File: src/rtl/cuq_pkg.sv
package cuq_pkg;

  localparam int QUEUE_DEPTH_DEF = 16;
  localparam int KEY_BITS_DEF    = 32;
  localparam logic [4:0] CAP_RESET = 5'd16;

  localparam logic [1:0] CMD_PUSH  = 2'd0;
  localparam logic [1:0] CMD_POP   = 2'd1;
  localparam logic [1:0] CMD_DRAIN = 2'd2;

  localparam logic [1:0] KIND_RESET   = 2'd0;
  localparam logic [1:0] KIND_REPLACE = 2'd1;
  localparam logic [1:0] KIND_OTHER   = 2'd2;

  localparam logic [1:0] OUT_APPENDED = 2'd0;
  localparam logic [1:0] OUT_REPLACED = 2'd1;
  localparam logic [1:0] OUT_EVICTED  = 2'd2;
  localparam logic [1:0] OUT_NO_PUSH  = 2'd3;

  typedef struct packed {
    logic [1:0]  command;
    logic [1:0]  update_kind;
    logic [31:0] series_key;
    logic        single_bar;
    logic [47:0] bar_open_time;
    logic [31:0] payload_handle;
  } in_item_t;

  typedef struct packed {
    logic        entry_valid;
    logic [1:0]  out_kind;
    logic [31:0] out_key;
    logic        out_single_bar;
    logic [47:0] out_open_time;
    logic [31:0] out_payload;
    logic        last_of_run;
    logic [4:0]  fill_level;
    logic [31:0] coalesced_count;
    logic [31:0] dropped_count;
    logic [4:0]  peak_fill;
    logic [1:0]  push_outcome;
  } out_item_t;

  typedef enum logic [2:0] {
    ST_IDLE,
    ST_SCAN,
    ST_REPL,
    ST_CAP,
    ST_APPEND,
    ST_STATUS,
    ST_POP,
    ST_DRAIN
  } state_t;

  typedef struct packed {
    logic load;
    logic remove_key;
    logic replace;
    logic evict;
    logic append;
    logic emit_status;
    logic pop;
    logic drain_emit;
  } ctl_cmd_t;

  typedef struct packed {
    logic key_hit;
    logic rep_hit;
    logic full;
    logic occ_zero;
    logic out_free;
    logic drain_last;
  } dp_stat_t;

endpackage

File: src/rtl/cuq_ctrl.sv
module cuq_ctrl (
  input  logic              clk,
  input  logic              rst_n,
  input  logic              in_valid,
  input  cuq_pkg::in_item_t in_data,
  input  cuq_pkg::dp_stat_t stat,
  output cuq_pkg::ctl_cmd_t cmd,
  output logic              busy
);
  import cuq_pkg::*;

  state_t state_r, state_nxt;

  always_ff @(posedge clk) begin
    if (!rst_n) begin
      state_r <= ST_IDLE;
    end else begin
      state_r <= state_nxt;
    end
  end

  always_comb begin
    state_nxt = state_r;
    cmd = '0;
    busy = (state_r != ST_IDLE);
    case (state_r)
      ST_IDLE: begin
        if (in_valid) begin
          cmd.load = 1'b1;
          case (in_data.command)
            CMD_PUSH: begin
              if (in_data.update_kind == KIND_RESET) begin
                state_nxt = ST_SCAN;
              end else if (in_data.update_kind == KIND_REPLACE && in_data.single_bar) begin
                state_nxt = ST_REPL;
              end else begin
                state_nxt = ST_CAP;
              end
            end
            CMD_POP:   state_nxt = ST_POP;
            CMD_DRAIN: state_nxt = stat.occ_zero ? ST_STATUS : ST_DRAIN;
            default:   state_nxt = ST_STATUS;
          endcase
        end
      end
      ST_SCAN: begin
        if (stat.key_hit) begin
          cmd.remove_key = 1'b1;
        end else begin
          state_nxt = ST_CAP;
        end
      end
      ST_REPL: begin
        if (stat.rep_hit) begin
          cmd.replace = 1'b1;
          state_nxt = ST_STATUS;
        end else begin
          state_nxt = ST_CAP;
        end
      end
      ST_CAP: begin
        if (stat.full) begin
          cmd.evict = 1'b1;
          state_nxt = ST_APPEND;
        end else begin
          cmd.append = 1'b1;
          state_nxt = ST_STATUS;
        end
      end
      ST_APPEND: begin
        cmd.append = 1'b1;
        state_nxt = ST_STATUS;
      end
      ST_STATUS: begin
        if (stat.out_free) begin
          cmd.emit_status = 1'b1;
          state_nxt = ST_IDLE;
        end
      end
      ST_POP: begin
        if (stat.out_free) begin
          if (stat.occ_zero) cmd.emit_status = 1'b1;
          else cmd.pop = 1'b1;
          state_nxt = ST_IDLE;
        end
      end
      ST_DRAIN: begin
        if (stat.out_free) begin
          cmd.drain_emit = 1'b1;
          if (stat.drain_last) state_nxt = ST_IDLE;
        end
      end
      default: state_nxt = ST_IDLE;
    endcase
  end

endmodule

File: src/rtl/cuq_dp.sv
module cuq_dp #(
  parameter int QUEUE_DEPTH = cuq_pkg::QUEUE_DEPTH_DEF,
  parameter int KEY_BITS    = cuq_pkg::KEY_BITS_DEF
) (
  input  logic               clk,
  input  logic               rst_n,
  input  cuq_pkg::in_item_t  in_data,
  input  logic               cfg_valid,
  input  logic [4:0]         cfg_data,
  input  cuq_pkg::ctl_cmd_t  cmd,
  output cuq_pkg::dp_stat_t  stat,
  output logic               out_valid,
  input  logic               out_stall,
  output cuq_pkg::out_item_t out_data
);
  import cuq_pkg::*;

  localparam int OCC_W = $clog2(QUEUE_DEPTH + 1);
  localparam int IW    = (QUEUE_DEPTH > 1) ? $clog2(QUEUE_DEPTH) : 1;
  localparam int CW    = (OCC_W > 5) ? OCC_W : 5;

  typedef struct packed {
    logic [1:0]          kind;
    logic [KEY_BITS-1:0] key;
    logic                single;
    logic [47:0]         otime;
    logic [31:0]         payload;
  } slot_t;

  slot_t             slot_r [QUEUE_DEPTH];
  slot_t             cur_r;
  logic [1:0]        cmd_r;
  logic [OCC_W-1:0]  occ_r;
  logic [OCC_W-1:0]  peak_r;
  logic [31:0]       coal_r;
  logic [31:0]       drop_r;
  logic [4:0]        cap_r;
  logic [1:0]        outcome_r;
  logic [IW-1:0]     drain_idx_r;
  logic              out_valid_r;
  out_item_t         out_r;

  logic [QUEUE_DEPTH-1:0] key_m, rep_m, kind_m;
  logic [IW-1:0]          key_idx, rep_idx, victim_idx, rm_idx;
  logic [CW-1:0]          eff_cap;
  logic [95:0]            key_in_x;
  logic [95:0]            key_out_x;
  slot_t                  new_slot;
  slot_t                  out_slot;
  logic                   do_remove;
  logic                   out_free;

  // The incoming key is compared on its low KEY_BITS bits.
  assign key_in_x = {64'b0, in_data.series_key};

  always_comb begin
    key_m = '0;
    rep_m = '0;
    kind_m = '0;
    key_idx = '0;
    rep_idx = '0;
    victim_idx = '0;
    for (int i = 0; i < QUEUE_DEPTH; i++) begin
      if (OCC_W'(i) < occ_r) begin
        key_m[i]  = (slot_r[i].key == cur_r.key);
        kind_m[i] = (slot_r[i].kind == KIND_REPLACE);
        rep_m[i]  = kind_m[i] && key_m[i] && slot_r[i].single &&
                    (slot_r[i].otime == cur_r.otime);
      end
    end
    for (int i = QUEUE_DEPTH - 1; i >= 0; i--) begin
      if (key_m[i])  key_idx = IW'(i);
      if (rep_m[i])  rep_idx = IW'(i);
      if (kind_m[i]) victim_idx = IW'(i);
    end
  end

  always_comb begin
    if (cap_r == 5'd0) begin
      eff_cap = CW'(1);
    end else if (CW'(cap_r) > CW'(QUEUE_DEPTH)) begin
      eff_cap = CW'(QUEUE_DEPTH);
    end else begin
      eff_cap = CW'(cap_r);
    end
  end

  assign out_free = !out_valid_r || !out_stall;

  assign stat.key_hit    = |key_m;
  assign stat.rep_hit    = |rep_m;
  assign stat.full       = (CW'(occ_r) >= eff_cap);
  assign stat.occ_zero   = (occ_r == '0);
  assign stat.out_free   = out_free;
  assign stat.drain_last = (OCC_W'(drain_idx_r) == occ_r - OCC_W'(1));

  assign do_remove = cmd.remove_key || cmd.evict || cmd.pop;

  always_comb begin
    if (cmd.remove_key) rm_idx = key_idx;
    else if (cmd.evict) rm_idx = victim_idx;
    else rm_idx = '0;
  end

  always_comb begin
    new_slot.kind    = (in_data.update_kind == 2'd3) ? KIND_OTHER : in_data.update_kind;
    new_slot.key     = key_in_x[KEY_BITS-1:0];
    new_slot.single  = in_data.single_bar;
    new_slot.otime   = in_data.bar_open_time;
    new_slot.payload = in_data.payload_handle;
  end

  always_comb begin
    if (cmd.drain_emit) out_slot = slot_r[drain_idx_r];
    else out_slot = slot_r[0];
  end

  assign key_out_x = {{(96 - KEY_BITS){1'b0}}, out_slot.key};

  // Slot store: removal shifts every later entry down by one place.
  always_ff @(posedge clk) begin
    if (cmd.load) cur_r <= new_slot;
    for (int i = 0; i < QUEUE_DEPTH; i++) begin
      if (do_remove && IW'(i) >= rm_idx && i < QUEUE_DEPTH - 1) begin
        slot_r[i] <= slot_r[(i < QUEUE_DEPTH - 1) ? i + 1 : i];
      end
    end
    if (cmd.replace) slot_r[rep_idx] <= cur_r;
    if (cmd.append) slot_r[occ_r[IW-1:0]] <= cur_r;
  end

  always_ff @(posedge clk) begin
    if (!rst_n) begin
      occ_r       <= '0;
      peak_r      <= '0;
      coal_r      <= '0;
      drop_r      <= '0;
      cap_r       <= CAP_RESET;
      outcome_r   <= OUT_NO_PUSH;
      drain_idx_r <= '0;
      cmd_r       <= CMD_PUSH;
      out_valid_r <= 1'b0;
    end else begin
      if (cfg_valid) cap_r <= cfg_data;
      if (cmd.load) begin
        cmd_r       <= in_data.command;
        outcome_r   <= (in_data.command == CMD_PUSH) ? OUT_APPENDED : OUT_NO_PUSH;
        drain_idx_r <= '0;
      end
      if (cmd.remove_key || cmd.replace) begin
        if (coal_r != 32'hFFFF_FFFF) coal_r <= coal_r + 32'd1;
      end
      if (cmd.replace) outcome_r <= OUT_REPLACED;
      if (cmd.evict) begin
        if (drop_r != 32'hFFFF_FFFF) drop_r <= drop_r + 32'd1;
        outcome_r <= OUT_EVICTED;
      end
      if (do_remove) occ_r <= occ_r - OCC_W'(1);
      if (cmd.append) begin
        occ_r <= occ_r + OCC_W'(1);
        if (occ_r + OCC_W'(1) > peak_r) peak_r <= occ_r + OCC_W'(1);
      end
      if (cmd.drain_emit) begin
        drain_idx_r <= drain_idx_r + IW'(1);
        if (stat.drain_last) occ_r <= '0;
      end
      if (cmd.emit_status || cmd.pop || cmd.drain_emit) begin
        out_valid_r <= 1'b1;
      end else if (!out_stall) begin
        out_valid_r <= 1'b0;
      end
    end
  end

  always_ff @(posedge clk) begin
    if (cmd.emit_status || cmd.pop || cmd.drain_emit) begin
      out_r.entry_valid     <= cmd.pop || cmd.drain_emit;
      out_r.out_kind        <= (cmd.emit_status) ? 2'd0 : out_slot.kind;
      out_r.out_key         <= (cmd.emit_status) ? 32'd0 : key_out_x[31:0];
      out_r.out_single_bar  <= (cmd.emit_status) ? 1'b0 : out_slot.single;
      out_r.out_open_time   <= (cmd.emit_status) ? 48'd0 : out_slot.otime;
      out_r.out_payload     <= (cmd.emit_status) ? 32'd0 : out_slot.payload;
      out_r.last_of_run     <= !cmd.drain_emit || stat.drain_last;
      out_r.coalesced_count <= coal_r;
      out_r.dropped_count   <= drop_r;
      out_r.peak_fill       <= 5'(peak_r);
      out_r.push_outcome    <= (cmd_r == CMD_PUSH) ? outcome_r : OUT_NO_PUSH;
      if (cmd.drain_emit) out_r.fill_level <= 5'd0;
      else if (cmd.pop) out_r.fill_level <= 5'(occ_r - OCC_W'(1));
      else out_r.fill_level <= 5'(occ_r);
    end
  end

  assign out_valid = out_valid_r;
  assign out_data  = out_r;

endmodule

File: src/rtl/coalescing_update_queue_core.sv
// Plain push: capacity check, append, status result. Replace in place: overwrite the match,
// status. A reset push first removes each entry with its key, an unmatched single-bar replace
// push first tries the replace; both then run as a plain push, evicting first when full. Pop
// emits the head, drain every entry; a stalled output holds them. Items are taken one at a
// time; the result register lets the next word be accepted while the last result waits.
// Synchronous active-low reset clears counters, fill level and capacity (16), not the slots.
module coalescing_update_queue_core #(
  parameter int QUEUE_DEPTH = cuq_pkg::QUEUE_DEPTH_DEF,
  parameter int KEY_BITS    = cuq_pkg::KEY_BITS_DEF
) (
  input  logic               clk,
  input  logic               rst_n,
  input  logic               in_valid,
  output logic               in_stall,
  input  cuq_pkg::in_item_t  in_data,
  output logic               out_valid,
  input  logic               out_stall,
  output cuq_pkg::out_item_t out_data,
  input  logic               cfg_valid,
  output logic               cfg_ready,
  input  logic [4:0]         cfg_data
);
  import cuq_pkg::*;

  ctl_cmd_t cmd;
  dp_stat_t stat;
  logic     busy;

  assign in_stall  = busy;
  assign cfg_ready = 1'b1;

  cuq_ctrl u_ctrl (
    .clk      (clk),
    .rst_n    (rst_n),
    .in_valid (in_valid),
    .in_data  (in_data),
    .stat     (stat),
    .cmd      (cmd),
    .busy     (busy)
  );

  cuq_dp #(
    .QUEUE_DEPTH (QUEUE_DEPTH),
    .KEY_BITS    (KEY_BITS)
  ) u_dp (
    .clk       (clk),
    .rst_n     (rst_n),
    .in_data   (in_data),
    .cfg_valid (cfg_valid),
    .cfg_data  (cfg_data),
    .cmd       (cmd),
    .stat      (stat),
    .out_valid (out_valid),
    .out_stall (out_stall),
    .out_data  (out_data)
  );

  // Every accepted word makes the sequencer busy in the cycle after it.
  assert property (@(posedge clk) disable iff (!rst_n)
    (in_valid && !in_stall) |=> in_stall)
    else $error("input accepted twice in a row");

  // A result without an entry is always the last one of its run.
  assert property (@(posedge clk) disable iff (!rst_n)
    (out_valid && !out_data.entry_valid) |-> out_data.last_of_run)
    else $error("status result not marked last");

  assert property (@(posedge clk) disable iff (!rst_n)
    out_valid |-> (out_data.fill_level <= out_data.peak_fill))
    else $error("fill level above peak");

endmodule
File: config.mk
export PLATFORM = sky130hd
export DESIGN_NAME = coalescing_update_queue_core
export DESIGN_NICKNAME = d
export VERILOG_FILES = /design/src/rtl/cuq_pkg.sv /design/src/rtl/cuq_ctrl.sv /design/src/rtl/cuq_dp.sv /design/src/rtl/coalescing_update_queue_core.sv
export SDC_FILE = /design/constraint.sdc
export NUM_CORES = 2
export LEC_CHECK = 0
export ABC_CLOCK_PERIOD_IN_PS = 32900
export BUFFER_PORTS_ARGS = -buffer_cell sky130_fd_sc_hd__buf_2
export CORE_UTILIZATION = 30
export DETAILED_ROUTE_END_ITERATION = 12
export PLACE_DENSITY_LB_ADDON = 0.05
export SYNTH_ARGS = -nofsm -noshare
export SYNTH_HDL_FRONTEND = slang
export SYNTH_HIERARCHICAL = 1
export SYNTH_SLANG_ARGS = --single-unit
File: constraint.sdc
create_clock -name clk -period 32.9 [get_ports clk]
set_clock_uncertainty 0.05 [all_clocks]
set_input_delay 3.29 -clock clk [delete_from_list [all_inputs] [get_ports clk]]
set_output_delay 3.29 -clock clk [all_outputs]
set_load 0.02 [all_outputs]
==> impl_metrics.toml <==
[outcome]
status = "finished with violations"
violations = "capacitance limit, slew limit"

[setup_path]
path_max_fanout = 39
worst_path_most_repeated_cell = "buf_4"
rr_worst_depth = 17
crit_cells = 17
worstSetupStartpoint = "u_dp/cur_r[49]$_DFFE_PP_"
path_class = "reg2reg"
r2r-start = "u_dp/cur_r[49]$_DFFE_PP_"
crit_buf_inv = 5
cpLargestDelayFamily = "simple AND/OR/NAND/NOR gates"
cp-start-kind = "flop"
worstPathCellList = "buf_4 > xnor2_1 > buf_4 > nand4_1 > or3_1 > nor4_2 > a211oi_1 > nand4_1 > nand4b_1 > nor4bb_2 > buf_4 > nand4b_1 > or3_1 > o31ai_4 > nand2b_4 > buf_4 > buf_4"
worstPathArrival_ps = 9610
worst_path_max_delay_cell = "nor4_2"
crit_required_ps = 33410
r2r_slack_ps = 23800
slowest_delay_ps = 880
end_kind = "flop"

[cts]
clkSinkCount = 2243
ctsHoldBuffers = 0
clk_latency_ps = 990
cts.path.max_buffers = 4
post_cts_resized = 0
cts_tree = "built"
cts-htree-levels = 5
cts_setup_buffers = 0
cts_made_buffers = 298
cts_root_buf = "clkbuf_16"
clk_pin_slew_worst_paths_ps = 60

[route]
first_pass_iters = 7
route.detailed.drc = 0
routed_wl_um = 763300
num_vias = 98940
drt_iter0_markers = 14290
viasPerCell = 6.138
postRouteAntennaNets = 0
wl_per_cell_um = 47.36

[power]
power_frac_clock_pct = 27.5
irDropWorstVdd_mv = 0.05481
leakagePower_nw = 47.03
share_seq_of_total_power_pct = 37.8
power_per_cell_area_nw_per_um2 = 77.90
swShare_pct = 41.82
p_int_w = 0.006767
comb_power_share_pct = 34.7
switching_power_w = 0.004865

[floorplan]
rows = 242
design.portCount = 323
die_area_um2 = 440300
start_util_pct = 30.17
die_h_um = 663.5
dieWidth_um = 663.5
core_area_um2 = 435100

[synthesis]
syn_avg_cell_area_um2 = 13.13
synth-seq-cells = 2243
synth_cell_type_count = 92
netlist_instances = 10000
synth_ff_type = "edfxtp_1"
syn_area_um2 = 131300
syn_nets = 10150
ys.warnings.count = 6
yosysSeqAreaShare_pct = 50.58
async_flop_share_pct = 0
synth-edff-count = 2148

[cells_and_area]
drive_gt1_share_pct = 28.77
final_area_um2 = 149300
syn2layout_area_growth_pct = 13.75
nets = 10250
fin_cells = 16120
postLayoutCoreUtil_pct = 34.32

[timing]
whs_ps = 383.8
timing.final.crit_share_pct = 27.67
tns_ps = 0
min_period_ps = 9105
slew-limit-headroom_pct = -10.95
fmax_mhz = 109.8
hold_violations = 0
maxSlewViolCount = 11
rsz0062_at_grt = "false"
tightest_slew_ps = 1652
setup_viol = 0

[global_routing]
grt-ovfl-total = 0
grt_antenna_before_repair = 94
gr-usage-all-layers_pct = 33.56
grt_pass1_wl_um = 984200
grt_pass1_vias = 92570
grt_max_degree = 133

[min_path]
whs_path_depth = 0
min_path_type = "reg2reg"
min-delay-start = "u_dp/peak_r[4]$_SDFFE_PN0P_"

[placement]
place_area_um2 = 140000
hpwlAfterDp_um = 546100
gp_congestion = 1.006
io_buffers = 321
dp_cells = 15530

[job]
drv_cap = 5
## power groups by stage
stage,Combinational (W),Clock (W),Sequential [W]
after floorplan,0.00183,0,0.00432
after global placement,0.00393,0,0.00441
after detailed placement,0.00392,0,0.00442
after CTS,0.00394,0.00328,0.00437
after global routing,0.00408,0.00336,0.00442
final,0.00404,0.00320,0.00440
## sequential cells by signal, summed over array words and instances (netlist names), 5 cells and up, named ones only
register	count
u_dp/occ_r	5
u_dp/peak_r	5
u_dp/coal_r	32
u_dp/slot_r	1840
u_dp/cap_r	5
u_dp/out_data	193
u_dp/cur_r	115
u_dp/drop_r	32
## kinds of logic (layout without fill, tap and decap cells)
logic type	after synthesis	after routing	synth area share, %
and+or+nand+nor	2488	2488	10.38
muxes	2082	2082	22.66
AOI/OAI and AO/OA	943	943	4.869
buffers and inverters	1003	1323	3.171
DFF	2243	2243	50.58
xor gates and xnor gates	1224	1224	8.166
adders and majority gates	18	18	0.1715
other	1	64	0.002856
## cell usage after synthesis, types with 7 or more instances
cell type,count,area [um^2]
o21a_1,7,52.55
xor2_1,476,4169
a211oi_1,8,60.06
o22ai_1,11,68.82
dfxtp_1,95,1902
nor3b_1,17,127.6
buf_4,25,187.7
and3_1,27,168.9
nand3_1,232,1161
o2111ai_1,33,289.0
a21oi_1,21,105.1
mux2_1,197,2218
ha_1,18,225.2
nor3_1,91,455.4
mux4_2,575,12950
buf_1,117,439.2
nor4_1,243,1520
edfxtp_1,2148,64500
buf_2,214,1071
nor4bb_1,7,70.07
and2_1,244,1526
nor2_1,251,942.2
nand2_1,515,1933
inv_1,80,300.3
nor4b_1,28,245.2
mux2_2,1171,13190
nand2b_1,249,1558
nand4_1,365,2283
xnor2_1,748,6551
mux2i_1,139,1391
a2bb2oi_1,115,1007
a31oi_1,233,1458
nand4b_1,29,254.0
or3_1,38,237.7
or4_1,47,352.8
nor2b_1,47,294.0
a21boi_0,22,165.2
a2111oi_0,8,70.07
o31ai_1,8,60.06
o21ai_0,277,1386
clkbuf_1,558,2095
or2_2,9,56.30
o211ai_1,126,945.9
nand3b_1,9,67.56
and4_1,16,140.1
## layout by cell type, fill, tap and decap left out, types with 91 or more instances in the layout
cell type	count
nand2b_1	247
nor2_1	247
a2bb2oi_1	115
mux2i_1	138
xnor2_1	747
buf_4	378
and2_1	244
buf_2	321
mux2_2	1171
nand4_1	365
dfxtp_1	91
nor4_1	225
clkbuf_16	308
nand3_1	229
a31oi_1	233
mux2_1	197
xor2_1	466
nand2_1	513
o211ai_1	126
o21ai_0	273
mux4_2	575
edfxtp_1	2148
## worst paths after layout
kind                                    end
min              u_dp/out_data[6]$_DFFE_PP_
max reg2reg  u_dp/slot_r[11][105]$_DFFE_PP_
max          u_dp/slot_r[11][105]$_DFFE_PP_
min reg2reg      u_dp/out_data[6]$_DFFE_PP_
## through the flow
step,setup slack [ps],total power (W)
6_report,23800,0.01163
5_1_grt,23860,0.01186
4_1_cts,23730,0.01158
3_5_place_dp,23790,0.008341
3_3_place_gp,23730,0.008342
2_1_floorplan,19280,0.006147
## layout make-up
class,count,area (um^2)
clock inverters,142,1065
well taps,5734,7174
diodes,63,157.7
inverters,80,307.8
multi-input cells,6756,61340
flip-flops and latches,2243,66420
clock buffers,380,7998
repair buffers,721,4876
fillers,42570,285800
## routing by layer
metal	vias up	part of all wire (%)	GRT usage [%]
li1	38850	-	-
met1	53680	45	48.60
met2	5531	42	48.08
met3	850	10	9.825
met4	30	3.4	9.716
met5	-	0.10	0.4558
(Power assumes the default switching activity.)
